### config.mk
export PLATFORM = sky130hd
export DESIGN_NAME = extent_range_cache
export DESIGN_NICKNAME = d
export VERILOG_FILES = /design/src/erc_pkg.sv /design/src/erc_dp.sv /design/src/erc_ctrl.sv /design/src/extent_range_cache.sv
export VERILOG_INCLUDE_DIRS = /design/src /design/src/src
export SDC_FILE = /design/constraint.sdc
export NUM_CORES = 2
export LEC_CHECK = 0
export BUFFER_PORTS_ARGS = -buffer_cell sky130_fd_sc_hd__buf_2
export CAP_MARGIN = 20
export CORE_MARGIN = 1.5
export CORE_UTILIZATION = 35
export DETAILED_ROUTE_END_ITERATION = 16
export PLACE_DENSITY = 0.53
export SETUP_SLACK_MARGIN = 0.5
export SYNTH_ARGS = -nofsm -noshare
export SYNTH_HDL_FRONTEND = slang
export SYNTH_SLANG_ARGS = --single-unit
### constraint.sdc
create_clock -name i_clk -period 16.7 [get_ports i_clk]
set_input_delay 3.34 -clock i_clk [delete_from_list [all_inputs] [get_ports i_clk]]
set_output_delay 3.34 -clock i_clk [all_outputs]
set_load 0.03 [all_outputs]
### src/extent_range_cache_assert.svh
// ----------------------------------------------------------------------------
// Extent range cache assertion macros
// Shared concurrent assertion forms for the extent range cache.
// ----------------------------------------------------------------------------
`ifndef EXTENT_RANGE_CACHE_ASSERT_SVH
`define EXTENT_RANGE_CACHE_ASSERT_SVH

// The condition holds at every clock edge out of reset.
`define ERC_ASSERT_ALWAYS(lbl, clk, rst_n, cond, msg) \
    lbl: assert property (@(posedge clk) disable iff (!rst_n) (cond)) else $error(msg);

// The consequent holds in the cycle after the antecedent.
`define ERC_ASSERT_NEXT(lbl, clk, rst_n, ante, cons, msg) \
    lbl: assert property (@(posedge clk) disable iff (!rst_n) (ante) |=> (cons)) \
        else $error(msg);

`endif

### src/erc_pkg.sv
// ----------------------------------------------------------------------------
// Extent range cache package
// Sizes, codes, word types and controller interface types.
// ----------------------------------------------------------------------------
`timescale 1ns / 1ps

package erc_pkg;

    localparam int ENTRIES     = 16;
    localparam int ALIGN_SHIFT = 12;
    localparam int MAX_LENGTH  = 2097152;
    localparam int ADDR_BITS   = 48;

    localparam int ADDR_W = 48;
    localparam int LEN_W  = 22;
    localparam int IDX_W  = $clog2(ENTRIES);
    localparam int CNT_W  = $clog2(ENTRIES + 1);

    // Bits of an address that are kept, and bits that must be zero for alignment.
    localparam logic [ADDR_W-1:0] ADDR_KEEP =
        (ADDR_BITS >= ADDR_W) ? {ADDR_W{1'b1}} : ADDR_W'((64'(1) << ADDR_BITS) - 64'(1));
    localparam logic [ADDR_W-1:0] ALIGN_A = ADDR_W'((64'(1) << ALIGN_SHIFT) - 64'(1));
    localparam logic [LEN_W-1:0]  ALIGN_L = LEN_W'((64'(1) << ALIGN_SHIFT) - 64'(1));
    localparam logic [LEN_W-1:0]  MAX_LEN = LEN_W'(MAX_LENGTH);

    // Action codes.
    localparam logic [2:0] ACT_FIND   = 3'd0;
    localparam logic [2:0] ACT_ADD    = 3'd1;
    localparam logic [2:0] ACT_REMOVE = 3'd2;
    localparam logic [2:0] ACT_FIRST  = 3'd3;
    localparam logic [2:0] ACT_CLEAR  = 3'd4;

    typedef enum logic [2:0] {
        ST_OK       = 3'd0,
        ST_MISS     = 3'd1,
        ST_COVERED  = 3'd2,
        ST_MISMATCH = 3'd3,
        ST_BAD      = 3'd4,
        ST_FULL     = 3'd5,
        ST_TRIMMED  = 3'd6
    } t_status;

    typedef enum logic [1:0] {
        SHOW_NONE,
        SHOW_HIT,
        SHOW_WORK
    } t_show;

    typedef enum logic [3:0] {
        DP_IDLE,
        DP_LOAD,
        DP_SCAN_OFF,
        DP_SCAN_MIN,
        DP_DROP_K,
        DP_CLEAR,
        DP_EXTEND,
        DP_INSERT,
        DP_SCAN_EVICT,
        DP_SCAN_TOFF,
        DP_APPLY_OFF,
        DP_SCAN_TMAP,
        DP_APPLY_MAP,
        DP_OUT
    } t_dp_op;

    typedef struct packed {
        logic [2:0]        action;
        logic [ADDR_W-1:0] offset;
        logic [LEN_W-1:0]  length;
        logic              dirty_flag;
        logic [ADDR_W-1:0] map_addr;
    } t_in_word;

    typedef struct packed {
        logic [2:0]        status;
        logic [ADDR_W-1:0] out_offset;
        logic [LEN_W-1:0]  out_length;
        logic              out_dirty;
        logic [ADDR_W-1:0] out_map_addr;
        logic [4:0]        extent_count;
    } t_out_word;

    typedef struct packed {
        t_dp_op  op;
        t_status st;
        t_show   show;
    } t_cmd;

    typedef struct packed {
        logic scan_last;
        logic found;
        logic replace;
        logic mismatch;
        logic covered;
        logic bad;
        logic full;
        logic cut;
        logic out_free;
    } t_stat;

endpackage

### src/erc_dp.sv
// ----------------------------------------------------------------------------
// Extent range cache datapath
// Extent table, scan unit, working extent and output register.
// ----------------------------------------------------------------------------
`timescale 1ns / 1ps
`include "extent_range_cache_assert.svh"

module erc_dp (
    input  logic               i_clk,
    input  logic               i_rst_n,
    input  erc_pkg::t_in_word  i_in,
    input  erc_pkg::t_cmd      i_cmd,
    input  logic               i_out_stall,
    output erc_pkg::t_stat     o_stat,
    output logic               o_out_valid,
    output erc_pkg::t_out_word o_out
);
    import erc_pkg::*;

    // Extent table.
    logic [ENTRIES-1:0] r_valid;
    logic [ADDR_W-1:0]  r_e_off   [ENTRIES];
    logic [LEN_W-1:0]   r_e_len   [ENTRIES];
    logic               r_e_dirty [ENTRIES];
    logic [ADDR_W-1:0]  r_e_map   [ENTRIES];
    logic [CNT_W-1:0]   r_count;

    // Work registers.
    t_in_word          r_in;
    logic [IDX_W-1:0]  r_j;
    logic [IDX_W-1:0]  r_k;
    logic [IDX_W-1:0]  r_n;
    logic              r_found;
    logic [ADDR_W-1:0] r_hit_off;
    logic [LEN_W-1:0]  r_hit_len;
    logic              r_hit_dirty;
    logic [ADDR_W-1:0] r_hit_map;
    logic [ADDR_W-1:0] r_w_off;
    logic [LEN_W-1:0]  r_w_len;
    logic              r_w_dirty;
    logic [ADDR_W-1:0] r_w_map;
    logic [ADDR_W-1:0] r_best;
    logic              r_cut;
    logic              r_out_valid;
    t_out_word         r_out;

    t_in_word          ld_in;
    logic [IDX_W-1:0]  n_j;
    logic              s_valid;
    logic [ADDR_W-1:0] s_off;
    logic [LEN_W-1:0]  s_len;
    logic              s_dirty;
    logic [ADDR_W-1:0] s_map;
    logic              look_match;
    logic              evict_match;
    logic              toff_cand;
    logic              tmap_cand;
    logic              min_cand;
    logic              scan_last;
    logic [IDX_W-1:0]  free_idx;
    logic              cut_off;
    logic              cut_map;
    logic [LEN_W-1:0]  len_off;
    logic [LEN_W-1:0]  len_map;
    logic              out_free;

    // Incoming word with addresses cut to the kept width.
    always_comb begin
        ld_in          = i_in;
        ld_in.offset   = i_in.offset & ADDR_KEEP;
        ld_in.map_addr = i_in.map_addr & ADDR_KEEP;
    end

    // Entry under the scan pointer.
    assign s_valid = r_valid[r_j];
    assign s_off   = r_e_off[r_j];
    assign s_len   = r_e_len[r_j];
    assign s_dirty = r_e_dirty[r_j];
    assign s_map   = r_e_map[r_j];

    assign scan_last = (r_j == IDX_W'(ENTRIES - 1));
    assign n_j       = scan_last ? '0 : r_j + IDX_W'(1);

    // Scan compares.
    assign look_match = s_valid && (s_off <= r_in.offset) &&
        ((ADDR_W+1)'(r_in.offset) < (ADDR_W+1)'(s_off) + (ADDR_W+1)'(s_len));
    assign evict_match = s_valid && (r_j != r_n) && (s_map <= r_w_map) &&
        ((ADDR_W+1)'(r_w_map) < (ADDR_W+1)'(s_map) + (ADDR_W+1)'(s_len));
    assign toff_cand = s_valid && (r_j != r_n) && (s_off > r_w_off) &&
        (!r_found || s_off < r_best);
    assign tmap_cand = s_valid && (r_j != r_n) && (s_map > r_w_map) &&
        (!r_found || s_map < r_best);
    assign min_cand = s_valid && (!r_found || s_off < r_hit_off);

    // Lowest free slot.
    always_comb begin
        free_idx = '0;
        for (int i = ENTRIES - 1; i >= 0; i--) begin
            if (!r_valid[i]) begin
                free_idx = IDX_W'(i);
            end
        end
    end

    // Trim against the nearest successor found by the last scan.
    assign cut_off = r_found &&
        ((ADDR_W+1)'(r_w_off) + (ADDR_W+1)'(r_w_len) > (ADDR_W+1)'(r_best));
    assign len_off = LEN_W'(r_best - r_w_off);
    assign cut_map = r_found &&
        ((ADDR_W+1)'(r_w_map) + (ADDR_W+1)'(r_w_len) > (ADDR_W+1)'(r_best));
    assign len_map = LEN_W'(r_best - r_w_map);

    assign out_free = !r_out_valid || !i_out_stall;

    // Status toward the controller.
    always_comb begin
        o_stat.scan_last = scan_last;
        o_stat.found     = r_found;
        o_stat.replace   = r_found && (r_hit_off == r_in.offset) &&
                           (r_in.length > r_hit_len) && (r_in.map_addr != r_hit_map);
        o_stat.mismatch  = r_hit_off != r_in.offset;
        o_stat.covered   = r_in.length <= r_hit_len;
        o_stat.bad       = ((r_in.offset & ALIGN_A) != '0) ||
                           ((r_in.length & ALIGN_L) != '0) ||
                           (r_in.length == '0) || (r_in.length > MAX_LEN);
        o_stat.full      = &r_valid;
        o_stat.cut       = r_cut;
        o_stat.out_free  = out_free;
    end

    // Control state of the table and scan unit.
    always_ff @(posedge i_clk) begin
        if (!i_rst_n) begin
            r_valid     <= '0;
            r_count     <= '0;
            r_j         <= '0;
            r_found     <= 1'b0;
            r_cut       <= 1'b0;
            r_out_valid <= 1'b0;
        end else begin
            // A new word fills the output register; a taken word leaves it.
            if (i_cmd.op == DP_OUT) begin
                r_out_valid <= 1'b1;
            end else if (r_out_valid && !i_out_stall) begin
                r_out_valid <= 1'b0;
            end
            unique case (i_cmd.op)
                DP_LOAD: begin
                    r_j     <= '0;
                    r_found <= 1'b0;
                    r_cut   <= 1'b0;
                end
                DP_SCAN_OFF: begin
                    r_j <= n_j;
                    if (look_match && !r_found) begin
                        r_found <= 1'b1;
                    end
                end
                DP_SCAN_MIN, DP_SCAN_TOFF, DP_SCAN_TMAP: begin
                    r_j <= n_j;
                    if ((i_cmd.op == DP_SCAN_MIN && min_cand) ||
                        (i_cmd.op == DP_SCAN_TOFF && toff_cand) ||
                        (i_cmd.op == DP_SCAN_TMAP && tmap_cand)) begin
                        r_found <= 1'b1;
                    end
                end
                DP_DROP_K: begin
                    r_valid[r_k] <= 1'b0;
                    r_count      <= r_count - CNT_W'(1);
                    r_j          <= '0;
                    r_found      <= 1'b0;
                end
                DP_CLEAR: begin
                    r_valid <= '0;
                    r_count <= '0;
                end
                DP_EXTEND: begin
                    r_j     <= '0;
                    r_found <= 1'b0;
                end
                DP_INSERT: begin
                    r_valid[free_idx] <= 1'b1;
                    r_count           <= r_count + CNT_W'(1);
                    r_j               <= '0;
                    r_found           <= 1'b0;
                end
                DP_SCAN_EVICT: begin
                    r_j <= n_j;
                    if (evict_match) begin
                        r_valid[r_j] <= 1'b0;
                        r_count      <= r_count - CNT_W'(1);
                    end
                end
                DP_APPLY_OFF, DP_APPLY_MAP: begin
                    r_j     <= '0;
                    r_found <= 1'b0;
                    if ((i_cmd.op == DP_APPLY_OFF && cut_off) ||
                        (i_cmd.op == DP_APPLY_MAP && cut_map)) begin
                        r_cut <= 1'b1;
                    end
                end
                default: begin
                end
            endcase
        end
    end

    // Payload: table contents, captured extents and the output word.
    always_ff @(posedge i_clk) begin
        unique case (i_cmd.op)
            DP_LOAD: begin
                r_in <= ld_in;
            end
            DP_SCAN_OFF, DP_SCAN_MIN: begin
                if ((i_cmd.op == DP_SCAN_OFF && look_match && !r_found) ||
                    (i_cmd.op == DP_SCAN_MIN && min_cand)) begin
                    r_k         <= r_j;
                    r_hit_off   <= s_off;
                    r_hit_len   <= s_len;
                    r_hit_dirty <= s_dirty;
                    r_hit_map   <= s_map;
                end
            end
            DP_SCAN_TOFF: begin
                if (toff_cand) begin
                    r_best <= s_off;
                end
            end
            DP_SCAN_TMAP: begin
                if (tmap_cand) begin
                    r_best <= s_map;
                end
            end
            DP_EXTEND: begin
                r_n          <= r_k;
                r_e_len[r_k] <= r_in.length;
                r_w_off      <= r_hit_off;
                r_w_len      <= r_in.length;
                r_w_dirty    <= r_hit_dirty;
                r_w_map      <= r_hit_map;
            end
            DP_INSERT: begin
                r_n                 <= free_idx;
                r_e_off[free_idx]   <= r_in.offset;
                r_e_len[free_idx]   <= r_in.length;
                r_e_dirty[free_idx] <= r_in.dirty_flag;
                r_e_map[free_idx]   <= r_in.map_addr;
                r_w_off             <= r_in.offset;
                r_w_len             <= r_in.length;
                r_w_dirty           <= r_in.dirty_flag;
                r_w_map             <= r_in.map_addr;
            end
            DP_APPLY_OFF: begin
                if (cut_off) begin
                    r_w_len <= len_off;
                end
            end
            DP_APPLY_MAP: begin
                // The final length goes back to the table here.
                if (cut_map) begin
                    r_w_len      <= len_map;
                    r_e_len[r_n] <= len_map;
                end else begin
                    r_e_len[r_n] <= r_w_len;
                end
            end
            DP_OUT: begin
                r_out.status       <= i_cmd.st;
                r_out.extent_count <= 5'(r_count);
                unique case (i_cmd.show)
                    SHOW_HIT: begin
                        r_out.out_offset   <= r_hit_off;
                        r_out.out_length   <= r_hit_len;
                        r_out.out_dirty    <= r_hit_dirty;
                        r_out.out_map_addr <= r_hit_map;
                    end
                    SHOW_WORK: begin
                        r_out.out_offset   <= r_w_off;
                        r_out.out_length   <= r_w_len;
                        r_out.out_dirty    <= r_w_dirty;
                        r_out.out_map_addr <= r_w_map;
                    end
                    default: begin
                        r_out.out_offset   <= '0;
                        r_out.out_length   <= '0;
                        r_out.out_dirty    <= 1'b0;
                        r_out.out_map_addr <= '0;
                    end
                endcase
            end
            default: begin
            end
        endcase
    end

    assign o_out_valid = r_out_valid;
    assign o_out       = r_out;

    // The count always matches the valid bits.
    `ERC_ASSERT_ALWAYS(a_count_match, i_clk, i_rst_n, $countones(r_valid) == int'(r_count), "count differs from valid bits")
    `ERC_ASSERT_NEXT(a_clear_empties, i_clk, i_rst_n, i_cmd.op == DP_CLEAR, r_valid == '0, "clear left valid entries")
    `ERC_ASSERT_NEXT(a_insert_sets, i_clk, i_rst_n, i_cmd.op == DP_INSERT && !(&r_valid), r_valid[r_n], "inserted slot not valid")

endmodule

### src/erc_ctrl.sv
// ----------------------------------------------------------------------------
// Extent range cache controller
// Sequences table scans and updates for each action.
// ----------------------------------------------------------------------------
`timescale 1ns / 1ps

module erc_ctrl (
    input  logic           i_clk,
    input  logic           i_rst_n,
    input  logic           i_in_valid,
    input  logic [2:0]     i_action,
    input  erc_pkg::t_stat i_stat,
    output logic           o_in_stall,
    output erc_pkg::t_cmd  o_cmd
);
    import erc_pkg::*;

    typedef enum logic [3:0] {
        S_IDLE,
        S_ADD_CHK,
        S_LOOK,
        S_LOOK_DEC,
        S_INSERT,
        S_EVICT,
        S_TRIM1,
        S_APPLY1,
        S_TRIM2,
        S_APPLY2,
        S_ADD_DONE,
        S_MIN,
        S_MIN_DEC,
        S_CLEAR,
        S_OUT
    } t_state;

    t_state     r_state, n_state;
    logic [2:0] r_act, n_act;
    t_status    r_st, n_st;
    t_show      r_show, n_show;

    // Next state and command for the datapath.
    always_comb begin
        n_state   = r_state;
        n_act     = r_act;
        n_st      = r_st;
        n_show    = r_show;
        o_cmd.op   = DP_IDLE;
        o_cmd.st   = r_st;
        o_cmd.show = r_show;
        unique case (r_state)
            S_IDLE: begin
                if (i_in_valid) begin
                    o_cmd.op = DP_LOAD;
                    n_act    = i_action;
                    n_st     = ST_OK;
                    n_show   = SHOW_NONE;
                    priority case (i_action)
                        ACT_FIND, ACT_REMOVE: n_state = S_LOOK;
                        ACT_ADD:              n_state = S_ADD_CHK;
                        ACT_FIRST:            n_state = S_MIN;
                        ACT_CLEAR:            n_state = S_CLEAR;
                        default:              n_state = S_OUT;
                    endcase
                end
            end
            S_ADD_CHK: begin
                if (i_stat.bad) begin
                    n_st    = ST_BAD;
                    n_state = S_OUT;
                end else begin
                    n_state = S_LOOK;
                end
            end
            S_LOOK: begin
                o_cmd.op = DP_SCAN_OFF;
                if (i_stat.scan_last) begin
                    n_state = S_LOOK_DEC;
                end
            end
            S_LOOK_DEC: begin
                priority if (r_act == ACT_FIND) begin
                    n_st    = i_stat.found ? ST_OK : ST_MISS;
                    n_show  = i_stat.found ? SHOW_HIT : SHOW_NONE;
                    n_state = S_OUT;
                end else if (r_act == ACT_REMOVE) begin
                    if (i_stat.found) begin
                        o_cmd.op = DP_DROP_K;
                    end
                    n_st    = i_stat.found ? ST_OK : ST_MISS;
                    n_state = S_OUT;
                end else if (!i_stat.found) begin
                    if (i_stat.full) begin
                        n_st    = ST_FULL;
                        n_state = S_OUT;
                    end else begin
                        n_state = S_INSERT;
                    end
                end else if (i_stat.replace) begin
                    // Old extent goes, then the lookup runs again.
                    o_cmd.op = DP_DROP_K;
                    n_state  = S_LOOK;
                end else if (i_stat.mismatch) begin
                    n_st    = ST_MISMATCH;
                    n_state = S_OUT;
                end else if (i_stat.covered) begin
                    n_st    = ST_COVERED;
                    n_state = S_OUT;
                end else begin
                    o_cmd.op = DP_EXTEND;
                    n_state  = S_TRIM1;
                end
            end
            S_INSERT: begin
                o_cmd.op = DP_INSERT;
                n_state  = S_EVICT;
            end
            S_EVICT: begin
                o_cmd.op = DP_SCAN_EVICT;
                if (i_stat.scan_last) begin
                    n_state = S_TRIM1;
                end
            end
            S_TRIM1: begin
                o_cmd.op = DP_SCAN_TOFF;
                if (i_stat.scan_last) begin
                    n_state = S_APPLY1;
                end
            end
            S_APPLY1: begin
                o_cmd.op = DP_APPLY_OFF;
                n_state  = S_TRIM2;
            end
            S_TRIM2: begin
                o_cmd.op = DP_SCAN_TMAP;
                if (i_stat.scan_last) begin
                    n_state = S_APPLY2;
                end
            end
            S_APPLY2: begin
                o_cmd.op = DP_APPLY_MAP;
                n_state  = S_ADD_DONE;
            end
            S_ADD_DONE: begin
                n_st    = i_stat.cut ? ST_TRIMMED : ST_OK;
                n_show  = SHOW_WORK;
                n_state = S_OUT;
            end
            S_MIN: begin
                o_cmd.op = DP_SCAN_MIN;
                if (i_stat.scan_last) begin
                    n_state = S_MIN_DEC;
                end
            end
            S_MIN_DEC: begin
                n_st    = i_stat.found ? ST_OK : ST_MISS;
                n_show  = i_stat.found ? SHOW_HIT : SHOW_NONE;
                n_state = S_OUT;
            end
            S_CLEAR: begin
                o_cmd.op = DP_CLEAR;
                n_state  = S_OUT;
            end
            S_OUT: begin
                // Wait for room in the output register.
                if (i_stat.out_free) begin
                    o_cmd.op = DP_OUT;
                    n_state  = S_IDLE;
                end
            end
            default: begin
                n_state = S_IDLE;
            end
        endcase
    end

    // State and registered result code.
    always_ff @(posedge i_clk) begin
        if (!i_rst_n) begin
            r_state <= S_IDLE;
            r_act   <= ACT_FIND;
            r_st    <= ST_OK;
            r_show  <= SHOW_NONE;
        end else begin
            r_state <= n_state;
            r_act   <= n_act;
            r_st    <= n_st;
            r_show  <= n_show;
        end
    end

    assign o_in_stall = (r_state != S_IDLE);

endmodule

### src/extent_range_cache.sv
// ----------------------------------------------------------------------------
// Extent range cache
// Bounded table of non-overlapping extents with find, add, remove, first
// and clear actions.
// ----------------------------------------------------------------------------
//   channel | direction | handshake                 | word
//   in      | input     | i_in_valid / o_in_stall   | i_in  (t_in_word)
//   out     | output    | o_out_valid / i_out_stall | o_out (t_out_word)
//
// One word at a time: a new word is accepted only after the previous one's
// result has been written to the output register. Table scans use the single
// scan port that walks the 16-entry table one entry per cycle; an add that
// replaces an extent scans again, and a stalled output register holds the
// cache until the result word can be written.
// Reset is synchronous and empties the table at once.
// ----------------------------------------------------------------------------
`timescale 1ns / 1ps

module extent_range_cache (
    input  logic               i_clk,
    input  logic               i_rst_n,
    input  logic               i_in_valid,
    output logic               o_in_stall,
    input  erc_pkg::t_in_word  i_in,
    output logic               o_out_valid,
    input  logic               i_out_stall,
    output erc_pkg::t_out_word o_out
);
    import erc_pkg::*;

    t_cmd  cmd;
    t_stat stat;

    // Sequencer.
    erc_ctrl u_ctrl (
        .i_clk      (i_clk),
        .i_rst_n    (i_rst_n),
        .i_in_valid (i_in_valid),
        .i_action   (i_in.action),
        .i_stat     (stat),
        .o_in_stall (o_in_stall),
        .o_cmd      (cmd)
    );

    // Table and datapath.
    erc_dp u_dp (
        .i_clk       (i_clk),
        .i_rst_n     (i_rst_n),
        .i_in        (i_in),
        .i_cmd       (cmd),
        .i_out_stall (i_out_stall),
        .o_stat      (stat),
        .o_out_valid (o_out_valid),
        .o_out       (o_out)
    );

endmodule

== After elaboration in Yosys (flattened, before gate mapping) ==
Memory sizes are Yosys's and may differ from the RTL's. A register that Yosys moved wholly into a read port is not among the register bits.
Index checks and enable logic that the tools add are counted.

* Bits of input ports: 126
* RAM bits: 1904
* Memories kept: 4
* Output and inout port bits: 129
* Register bits: 579
* Logic and storage cells: 321

* Add/subtract/negate cells: 9
* Magnitude comparators: 20
* Reductions and logical operators: 79
* Bitwise gates (word level): 6
* Equal/unequal tests: 59
* Mux-type cells: 114

{| class="wikitable"
|+ Memories
! memory !! words !! bits a word !! rd ports !! clocked after memory_dff !! wr ports !! RTL line !! source
|-
| u_dp.r_e_map || 16 || 48 || 1 || 1 || 1 || erc_dp.sv:25 || <nowiki>logic [ADDR_W-1:0] r_e_map [ENTRIES];</nowiki>
|-
| u_dp.r_e_off || 16 || 48 || 1 || 1 || 1 || erc_dp.sv:22 || <nowiki>logic [ADDR_W-1:0] r_e_off [ENTRIES];</nowiki>
|-
| u_dp.r_e_len || 16 || 22 || 1 || 1 || 1 || erc_dp.sv:23 || <nowiki>logic [LEN_W-1:0] r_e_len [ENTRIES];</nowiki>
|-
| u_dp.r_e_dirty || 16 || 1 || 1 || 1 || 1 || erc_dp.sv:24 || <nowiki>logic r_e_dirty [ENTRIES];</nowiki>
|}

{| class="wikitable"
|+ Operators by type and width
! cell !! count
|-
| $pmux 48 s2 || 3
|-
| $pmux 119 s2 || 1
|-
| $add 48x22->49 || 4
|-
| $mux 4 || 46
|-
| $lt 48x48->1 || 3
|-
| $mux 22 || 5
|-
| $gt 49x48->1 || 2
|-
| $lt 48x49->1 || 2
|-
| $gt 48x48->1 || 2
|-
| $le 48x48->1 || 2
|-
| $mux 48 || 2
|-
| $ne 48x48->1 || 2
|-
| $pmux 22 s3 || 1
|-
| $pmux 16 s4 || 1
|-
| $eq 4x4->1 const B || 14
|-
| $pmux 4 s13 || 1
|-
| $eq 48x48->1 || 1
|-
| $pmux 4 s12 || 1
|-
| $reduce_bool 48->1 || 1
|-
| $reduce_or 22->1 || 2
|-
| $sub 22x22->22 || 2
|-
| $mux 3 || 12
|-
| $and 16x16->16 || 2
|-
| $eq 4x3->1 const B || 8
|-
| 57 further kinds || 167
|}

== Logic depth before layout (Yosys ltp) ==
* Word-level depth: 22
* Mapped depth: 40
* Mapped depth without buffers: 27

== Modules after synthesis ==
From an unflattened synthesis, not the netlist that was laid out.

* Cell total of the unflattened synthesis: 7194
* Area total of the unflattened synthesis: 116086.3 um2

{| class="wikitable"
|+ Modules (own cells, without submodules)
! module !! area an instance (um2) !! seq. area each (um2) !! times used !! cells an instance
|-
| erc_dp || 114937.7 || 74031.0 || 1 || 7044
|-
| erc_ctrl || 1148.6 || 240.2 || 1 || 150
|}

== Worst setup path before layout ==
OpenSTA, ideal clock, no wires.

* Path type: in2reg
* Start: input i_out_stall
* End: register u_dp.r_out, in the netlist u_dp.o_out[0] (enable)
* Stages on the path: 2
* Buffers on the path: 0
* Data arrival time: 8803 ps
* Slack: 7281 ps
* Library setup time: 616 ps
* Required time: 16084 ps
* Cells stage by stage: and2_1 nor2_1

* Cells in the longest elaborated chain, start to end: 5

{| class="wikitable"
|+ Ends and longest elaborated chain
! what !! RTL line !! source
|-
| from (decl) || extent_range_cache.sv:26 || <nowiki>input logic i_out_stall,</nowiki>
|-
| $logic_not 1->1 || erc_dp.sv:113 || <nowiki>assign out_free = !r_out_valid || !i_out_stall;</nowiki>
|-
| $logic_or 1x1->1 || erc_dp.sv:113 ||
|-
| $mux 4 || erc_ctrl.sv:165 || <nowiki>if (i_stat.out_free) begin</nowiki>
|-
| $pmux 4 s12 || erc_ctrl.sv:50 || <nowiki>unique case (r_state)</nowiki>
|-
| $eq 4x4->1 || erc_dp.sv:210 || <nowiki>unique case (i_cmd.op)</nowiki>
|-
| to (decl) || erc_dp.sv:45 || <nowiki>t_out_word r_out;</nowiki>
|}

No other way between the ends.
A chain may end at the register's enable or synchronous reset.

==> impl_metrics.py <==
metrics = {
    "status": {
        "outcome": "completed",
    },
    "timing": {
        "fin_setup_tns_ns": 0,
        "worst_slack_ns": 6.31,
        "fmax_mhz": 96.2,
        "tightest_slew_ns": 1.23,
        "rsz0062_at_grt": "no",
        "slew_headroom_pct": 17.9,
        "skew_ns": 0.0683,
        "slew_viol_final": 0,
        "setup_violations": 0,
        "finalHoldViolCount": 0,
        "layout_min_cycle_time_ns": 10.39,
        "fin_crit_sh_pct": 62.2,
    },
    "placed_design": {
        "numPortBuffers": 254,
        "dpl.hpwl_um": 255000,
        "gp_congestion": 0.940,
        "placedCellCount": 11800,
        "pre_cts_slack_ns": 6.29,
    },
    "worst_setup_path": {
        "end_kind": "register",
        "crit_fanout": 112,
        "reg2reg_to": "u_dp.r_hit_map[33]",
        "crit_type": "register to register",
        "critPathArrivalTime_ns": 10.91,
        "reg2regPathDepth": 25,
        "cp-start-kind": "register",
        "cp.required_ns": 17.22,
        "rrSetupSlack_ns": 6.31,
    },
    "drt": {
        "viasPerCell": 5.61,
        "antenna_left": 0,
        "wl_per_cell_um": 31.1,
        "firstDrtPassIters": 6,
        "drc": 0,
        "drt-initial-drc-count": 7491,
        "num_vias": 69100,
        "totalWireLength_um": 382000,
    },
    "pwr": {
        "power_mw": 21.1,
        "p_per_area_mw_per_mm2": 159,
        "p_sw_mw": 7.23,
        "p_int_mw": 13.8,
        "clkPwrFrac_pct": 29.9,
        "seq_power_share_pct": 37.8,
        "peakVddDrop_mv": 0.101,
        "p_sw_share_pct": 34.3,
        "combPwrFrac_pct": 32.4,
        "p_leak_nw": 45.1,
    },
    "clock_network": {
        "clockBufferDepth": 4,
        "cts-root-buf": "clkbuf_16",
        "ctsHoldBuffers": 0,
        "clock-sinks": 2488,
        "clkLatencyLatePin_ns": 0.95,
        "clk_pin_slew_ns": 0.06,
        "tritoncts.num_buffers": 286,
        "cts_setup_buffers": 0,
        "cts-htree-levels": 5,
        "cts_tree": "yes",
        "cts_resized": 0,
    },
    "grt": {
        "grt_util_all_layers_pct": 22.6,
        "use_met1_pct": 31.1,
        "grt_busiest_layer": "met2",
        "first_global_vias": 68300,
        "overflow": 0,
        "grt.met2_usage_pct": 36.1,
        "grt_pass1_wl_um": 530000,
        "grt_antenna_before_repair": 33,
        "grt_max_degree": 113,
        "gr-usage-met3_pct": 3.22,
    },
    "floorplan": {
        "core_mm2": 0.328,
        "fp.dieH_um": 578,
        "core.rowCount": 210,
        "io-pin-count": 255,
        "chipWidth_um": 578,
        "start_util_pct": 35.3,
        "dieArea_mm2": 0.334,
    },
    "logic_synthesis": {
        "syn-num-nets": 7992,
        "synth.top_cell.area_share_pct": 63.4,
        "synth_seq_cells": 2488,
        "ys.flop_type": "edfxtp_1",
        "synth_area_leaders": "edfxtp_1 63%, mux4_2 10%, ha_1 6.9%, nand2_1 1.8%, xnor2_1 1.5%",
        "postSynthCellCount": 7223,
        "netlist_area_mm2": 0.116,
        "syn_avg_cell_area_um2": 16.0,
        "synth_warnings": 0,
        "synth_area_leader_cell": "edfxtp_1",
        "synth_cell_types": 94,
        "yosysSeqAreaShare_pct": 64.2,
        "synth_edf_count": 2444,
        "async_flop_share_pct": 0,
    },
    "cells_and_area": {
        "layout_common_cells": "2444 x edfxtp_1, 634 x ha_1, 541 x nand2_1",
        "final_util_pct": 40.3,
        "drive_gt1_share_pct": 18.8,
        "area_growth_pct": 14.3,
        "final_common_cell": "edfxtp_1",
        "nFillCells": 29800,
        "finalNonFillerCells": 12300,
        "fin_nets": 8497,
    },
    "flow_run": {
        "maxCapViolCount": 0,
    },
    "hold_path": {
        "hold_start": "u_dp.r_cut",
        "min_to": "u_dp.r_cut",
        "hp-class": "register to register",
        "whs_path_depth": 2,
    },
}
==> Yosys cell counts (46+ instances only) <==
master	instances
a21oi_1	263
mux4_1	59
clkbuf_1	131
nand4_1	126
nor2_1	358
nor4_1	51
nand3_1	118
o21ai_0	199
xor2_1	118
edfxtp_1	2444
mux4_2	526
nor3_1	63
a21o_1	163
ha_1	636
inv_1	328
xnor2_1	203
nand2_1	543
a22oi_1	149
and3_1	46
==> per-stage QoR <==
step	instance area, um2	hold WS (ns)
after floorplan	116000	0.403
after global placement	123000	0.498
after detailed placement	123000	0.501
after CTS	132000	0.512
after global routing	132000	0.530
final	132000	0.524
==> cell type report <==
type	instances	area [um2]	share of cell area (%)
Antenna cell	12	30.0	0.0227
Clock buffer	350	7610	5.75
Clock inverter	153	1670	1.27
Inverter	330	1250	0.942
Multi-Input combinational cell	4161	39100	29.6
Sequential cell	2488	74300	56.1
Tap cell	4346	5440	4.11
Timing Repair Buffer	461	2920	2.20
==> worst max-delay path: stages, from the launching register on <==
cell,delay (ns)
dfxtp_4,0.93
buf_4,0.73
buf_12,0.49
mux4_2,0.43
mux4_2,0.64
ha_1,0.39
a21oi_1,0.13
o21a_1,0.23
o31ai_1,0.58
o31ai_1,0.27
o2111ai_1,0.38
nand2_1,0.11
o21ai_1,0.17
buf_4,0.23
nand3_1,0.12
xor2_1,0.18
ha_1,0.33
a41o_1,0.20
a21o_1,0.17
a2111oi_0,0.37
o21bai_1,0.14
nor3_1,0.28
o31ai_1,0.18
a211oi_2,0.33
a31o_4,0.65
buf_4,0.87
==> per-layer routing <==
metal / vias up / routed length, um
met3: 515 / 24300
met4: 6 / 16500
li1: 29800 / -
met1: 36100 / 163000
met5: - / 30
met2: 2625 / 178000
==> cell families (layout without fill, tap and decap cells) <==
kind of cell	count (synthesis)	after routing	synth area share, %
compound gates	1114	1114	6.45
xor+xnor	321	321	2.43
buf+inv	574	1294	2.25
fa+ha+maj	643	643	7.00
mux	607	607	11.8
flops	2488	2488	64.2
other cells	0	12	0
simple gates	1476	1476	5.92
==> worst max path at each step <==
stage / cells after the start / slack, ns / to
after floorplan: 2 / 7.28 / u_dp.o_out[0]
after global placement: 25 / 6.09 / u_dp.r_valid[1]
after detailed placement: 25 / 6.29 / u_dp.r_hit_map[38]
after CTS: 25 / 6.25 / u_dp.r_hit_map[33]
after global routing: 26 / 5.85 / u_dp.r_valid[14]
final: 25 / 6.31 / u_dp.r_hit_map[33]
==> registers in the layout, indices dropped and copies added (netlist names), 2 cells and up, named ones only <==
| register | flops |
|---|---|
| u_dp.r_w_map | 48 |
| u_ctrl.r_state | 4 |
| u_dp.r_e_map | 768 |
| u_dp.r_in | 119 |
| u_dp.r_j | 4 |
| u_dp.r_count | 5 |
| u_dp.r_valid | 16 |
| u_dp.r_best | 48 |
| u_ctrl.r_st | 3 |
| u_dp.r_hit_len | 22 |
| u_dp.r_e_len | 352 |
| u_dp.r_w_len | 22 |
| u_dp.r_hit_map | 48 |
| u_ctrl.r_show | 2 |
| u_dp.r_e_off | 768 |
| u_ctrl.r_act | 3 |
| u_dp.r_w_off | 48 |
| u_dp.r_n | 4 |
| u_dp.r_e_dirty | 16 |
| u_dp.r_k | 4 |
| u_dp.r_hit_off | 48 |
| u_dp.o_out | 127 |
==> power groups by stage <==
stage	Combinational, mW	Sequential (mW)	Clock (mW)
floorplan	4.56	7.97	0
global placement	6.66	8.07	0
global route	7.43	7.98	6.64
detailed placement	6.75	8.09	0
CTS	6.79	7.96	6.42
finish	6.82	7.95	6.29
Power figures use the tool's default switching activity.
